File: config.mk
export PLATFORM = sky130hd
export DESIGN_NAME = mtbd_gen
export DESIGN_NICKNAME = d
export VERILOG_FILES = /design/src/mtbd_pkg.sv /design/src/mtbd_gen.sv
export SDC_FILE = /design/constraint.sdc
export NUM_CORES = 1
export LEC_CHECK = 0
export BUFFER_PORTS_ARGS = -buffer_cell sky130_fd_sc_hd__buf_2
export CAP_MARGIN = 10
export CORE_ASPECT_RATIO = 1.75
export CORE_MARGIN = 2
export CORE_UTILIZATION = 24
export DETAILED_ROUTE_END_ITERATION = 10
export PLACE_DENSITY_LB_ADDON = 0.15
export SYNTH_ARGS = -nofsm -noshare
export SYNTH_HDL_FRONTEND = slang
export SYNTH_SLANG_ARGS = --single-unit
File: constraint.sdc
create_clock -name vclk -period 1.44
set_clock_uncertainty 0.15 [all_clocks]
set_input_delay 0.072 -clock vclk [all_inputs]
set_output_delay 0.072 -clock vclk [all_outputs]
set_load 0.005 [all_outputs]
File: src/mtbd_pkg.sv
// Shared constants and functions for the MT19937 draw block.
// Holds the twister geometry, the tempering function and the mask smear.
// No dependencies.
`default_nettype none
package mtbd_pkg;

  localparam int unsigned Words     = 624;
  localparam int unsigned Shift     = 397;
  localparam int unsigned PosW      = $clog2(Words);
  localparam logic [31:0] MtMatrix  = 32'h9908_B0DF;
  localparam logic [31:0] MtUpper   = 32'h8000_0000;
  localparam logic [31:0] MtLower   = 32'h7FFF_FFFF;
  localparam logic [31:0] SeedMult  = 32'd1812433253;
  localparam int unsigned DrawW     = 53;
  localparam int unsigned RangeW    = 31;

  typedef enum logic {
    CMD_UNIT    = 1'b0,
    CMD_BOUNDED = 1'b1
  } cmd_e;

  function automatic logic [31:0] temper(input logic [31:0] w);
    logic [31:0] y;
    y = w;
    y = y ^ (y >> 11);
    y = y ^ ((y << 7) & 32'h9D2C_5680);
    y = y ^ ((y << 15) & 32'hEFC6_0000);
    y = y ^ (y >> 18);
    return y;
  endfunction

  function automatic logic [31:0] smear(input logic [31:0] t);
    logic [31:0] m;
    m = t;
    m = m | (m >> 1);
    m = m | (m >> 2);
    m = m | (m >> 4);
    m = m | (m >> 8);
    m = m | (m >> 16);
    return m;
  endfunction

endpackage
`default_nettype wire

File: src/mtbd_gen.sv
// Twist of one state word and tempering of the result.
// Uses mtbd_pkg for the twister constants and the tempering function.
`default_nettype none
module mtbd_gen
  import mtbd_pkg::*;
(
  input  wire logic [31:0] cur_i,
  input  wire logic [31:0] nxt_i,
  input  wire logic [31:0] far_i,
  output logic      [31:0] word_o,
  output logic      [31:0] out_o
);

  logic [31:0] y;

  always_comb begin
    y      = (cur_i & MtUpper) | (nxt_i & MtLower);
    word_o = far_i ^ (y >> 1) ^ (y[0] ? MtMatrix : 32'd0);
    out_o  = temper(word_o);
  end

endmodule
`default_nettype wire

== After elaboration in Yosys (flattened, before gate mapping) ==
Cells that the tools add are included.
Storage, ports and cells
  bits in registers: 0
  bits in latches: 0
  memory bits (writable): 0
  memory bits (read-only): 0
  bits of input ports: 96
  output and inout bits: 64
  logic and storage cells: 8
  memories kept: 0
Cells by class
  add/sub/neg operators: 0
  multiply operators: 0
  div/mod/pow operators: 0
  magnitude comparators: 0
  eq/ne operators: 0
  shift-type cells: 0
  mux-type cells: 1
  bitwise logic cells: 7
  reductions and logical operators: 0
Operator list (count)
  $xor A32 B32 Y32: 3
  $mux W32: 1
  $or A32 B31 Y32: 1
  $xor A32 B14 Y32: 1
  $xor A32 B21 Y32: 1
  $xor A32 B31 Y32: 1

== Logic depth before layout (Yosys ltp) ==
  depth after elaboration: 7
  depth in mapped cells: 5
  mapped depth without buffers: 4

== Worst setup path before layout ==
OpenSTA, ideal clock, no wires.
  path type: in2out
  start: in nxt_i[12]
  end: out out_o[0]
  data arrival time: 1.407 ns
  required time: 1.218 ns
  setup slack: -0.189 ns
  stages on the path: 4
  path buffers: 0
  cells stage by stage: xnor2_1 xor3_1 xnor2_2 xnor3_1
On the way
  cells in the longest elaborated chain, start to end: 7
RTL lines
  start, declared: RTL line mtbd_gen.sv:8  | input wire logic [31:0] nxt_i,
  $or A32 B31 Y32: RTL line mtbd_gen.sv:17  | y = (cur_i & MtUpper) | (nxt_i & MtLower);
  $xor A32 B31 Y32: RTL line mtbd_gen.sv:18  | word_o = far_i ^ (y >> 1) ^ (y[0] ? MtMatrix : 32'd0);
  $xor A32 B32 Y32: RTL line mtbd_gen.sv:18
  $xor A32 B21 Y32: RTL line mtbd_pkg.sv:25  | y = y ^ (y >> 11);
  $xor A32 B32 Y32: RTL line mtbd_pkg.sv:26  | y = y ^ ((y << 7) & 32'h9D2C_5680);
  $xor A32 B32 Y32: RTL line mtbd_pkg.sv:27  | y = y ^ ((y << 15) & 32'hEFC6_0000);
  $xor A32 B14 Y32: RTL line mtbd_pkg.sv:28  | y = y ^ (y >> 18);
  end, declared: RTL line mtbd_gen.sv:11  | output logic [31:0] out_o
Every way passes these cells.

== Final worst setup path ==
  start: in far_i[7]
  end: out out_o[4]
On the way
  cells in the longest elaborated chain, start to end: 6
RTL lines
  start, declared: RTL line mtbd_gen.sv:9  | input wire logic [31:0] far_i,
  $xor A32 B31 Y32: RTL line mtbd_gen.sv:18
  $xor A32 B32 Y32: RTL line mtbd_gen.sv:18
  $xor A32 B21 Y32: RTL line mtbd_pkg.sv:25
  $xor A32 B32 Y32: RTL line mtbd_pkg.sv:26
  $xor A32 B32 Y32: RTL line mtbd_pkg.sv:27
  $xor A32 B14 Y32: RTL line mtbd_pkg.sv:28
Every way passes these cells.

==> impl_metrics.toml <==
[outcome]
outcome = "finished, violations left"
violations = "setup timing"

[worst_hold_path]
hold_depth = 3
worstHoldStart = "far_i[9]"
hold_end = "word_o[9]"
hold_class = "input port to output pin"

[global_routing]
grt_antenna_before_repair = 0
first_global_vias = 1312
gr-total-overflow = 0
grt_max_degree = 9
grt.total_usage = 0.125
grt_pass1_wl_um = 5550

[power_and_ir_drop]
ir_drop_uv = 581
power_density_mw_per_mm2 = 874
cellLeakagePower_nw = 1.43

[timing]
timing.final.crit_period_ns = 1.58
finalSetupViolations = 17
hold_viol_final = 0
max_freq_mhz = 633
rsz0062_at_grt = "yes"
period_share = 1.10
hold_ws_ns = 0.278
relSlewSlack = 0.712
worst_pin_slew_ns = 0.430
maxSlewViolCount = 0
fin_ws_ns = -0.140

[drt]
vias = 1338
viasPerCell = 3.99
drtIter0Drc = 9
dr_wl_met2_um = 2430
ant_nets = 0
route.detailed.drc = 0
dr_wl_met3_um = 273
wirelength_met1_um = 1140
routedWlPerCell_um = 11.5
highest_layer = "met3"
dr.pass1.iters = 3
wl_um = 3850

[floorplan]
ios = 160
die-area_mm2 = 0.00539
die_h_um = 95.6
core_mm2 = 0.00467
start_util = 0.247
die_w_um = 56.4
num_rows = 33

[setup_path]
critical_path.top_delay_family = "XOR/XNOR gates"
arrival_ns = 1.36
crit_chain = "buf_6 -> xnor3_2 -> xor2_4 -> xnor3_1 -> xnor2_1 -> buf_2"
critPathKind = "input port to output pin"
path_max_fanout = 3
worst-path-buf-inv = 2
cp.depth = 6
cpMaxStageDelayCell = "xnor3_2"
critPathCaptureType = "output pin"
cp-start-kind = "input port"
slowest_delay_ns = 0.43
worst_ep_required_time_ns = 1.22

[finish]
seq_cell_count = 0
nClkBuffers = 0
fin_nets = 381
syn2layout_area_growth_pct = 144
diodes = 0
seq_area_um2 = 0
drive_gt1_frac = 0.777
final.fill_count = 404
final_util = 0.602

[logic_synthesis]
syn_area_mm2 = 0.00115
synth_cells = 112
yosysUniqueCellTypes = 12
synth_largest_area_cell = "xnor2_1"
syn-num-nets = 208
synthTopCellsByCount = "53 x xnor2_1, 34 x xor2_1, 8 x inv_1, 7 x xnor3_1"
yosysMostFrequentCell = "xnor2_1"
syn-mean-instance-area_um2 = 10.3
synthTopCellsByArea = "xnor2_1 40%, xor2_1 26%, xnor3_1 14%, xor2_4 4.8%, xor3_2 4.3%"
ys_seq_area_frac = 0
yosysTopAreaCellShare = 0.403
yosysWarnings = 0

[placement]
dp_hpwl_um = 3090
gp_congestion = 0.727
port_buffers = 128

[clocking]
postCtsHoldBufs = 0

[run]
max-cap-violations = 0
-- cells in the final DEF (no fill, tap or decap), drive strengths merged --
| cell | netlist | final |
|---|---|---|
| xor2 | 37 | 37 |
| xnor3 | 8 | 8 |
| xnor2 | 54 | 54 |
| buf | 2 | 173 |
| inv | 8 | 8 |
| xor3 | 3 | 3 |
-- worst max path at each step --
stage               startpoint        to  slack, ns
finish                far_i[7]  out_o[4]      -0.14
global route          far_i[3]  out_o[7]      -0.21
CTS                  far_i[29]  out_o[0]      -0.16
detailed placement    nxt_i[0]  out_o[4]      -0.29
global placement      nxt_i[0]  out_o[7]      -0.28
floorplan            nxt_i[24]  out_o[9]      -0.07
-- layer usage --
| layer | up-vias | global-route usage |
|---|---|---|
| met5 | - | 0 |
| met4 | 0 | 0 |
| met3 | 0 | 0.0122 |
| met2 | 72 | 0.281 |
| met1 | 600 | 0.124 |
| li1 | 666 | - |
-- cell type report --
cell class	instances	area, um^2	area share
inverter	8	30.0	0.0107
multi-input combinational	102	1550	0.552
tap	52	65.1	0.0232
timing repair buffer	173	1160	0.415
-- stage by stage --
| stage | worst slack [ns] | instances | cell area [um^2] | total power, mW | TNS (ns) |
|---|---|---|---|---|---|
| finish | -0.140 | 335 | 2810 | 2.46 | -1.15 |
| global route | -0.211 | 335 | 2810 | 2.67 | -2.52 |
| CTS | -0.155 | 331 | 2520 | 2.31 | -1.59 |
| detailed placement | -0.292 | 323 | 2170 | 2.14 | -4.27 |
| global placement | -0.276 | 323 | 2170 | 2.14 | -3.94 |
| floorplan | -0.0684 | 112 | 1240 | 1.18 | -0.146 |
-- report_power, final --
group / internal (mW) / leakage, nW / switching, mW / total, mW
clock: 0 / 0 / 0 / 0
combinational: 1.46 / 1.43 / 1.00 / 2.46
sequential: 0 / 0 / 0 / 0
total: 1.46 / 1.43 / 1.00 / 2.46
-- logic make-up after synthesis --
family	after synthesis	synth area share
xor+xnor	102	0.960
buf+inv	10	0.0402
-- what timing repair did --
| item | 4_1_cts | 5_1_grt |
|---|---|---|
| pin swaps | 22 | 25 |
| setup buffers | 8 | 4 |
| gates resized for setup | 45 | 41 |
| endpoints found under the setup margin | 26 | 27 |
Note: power is estimated with default switching activity, not from simulation.
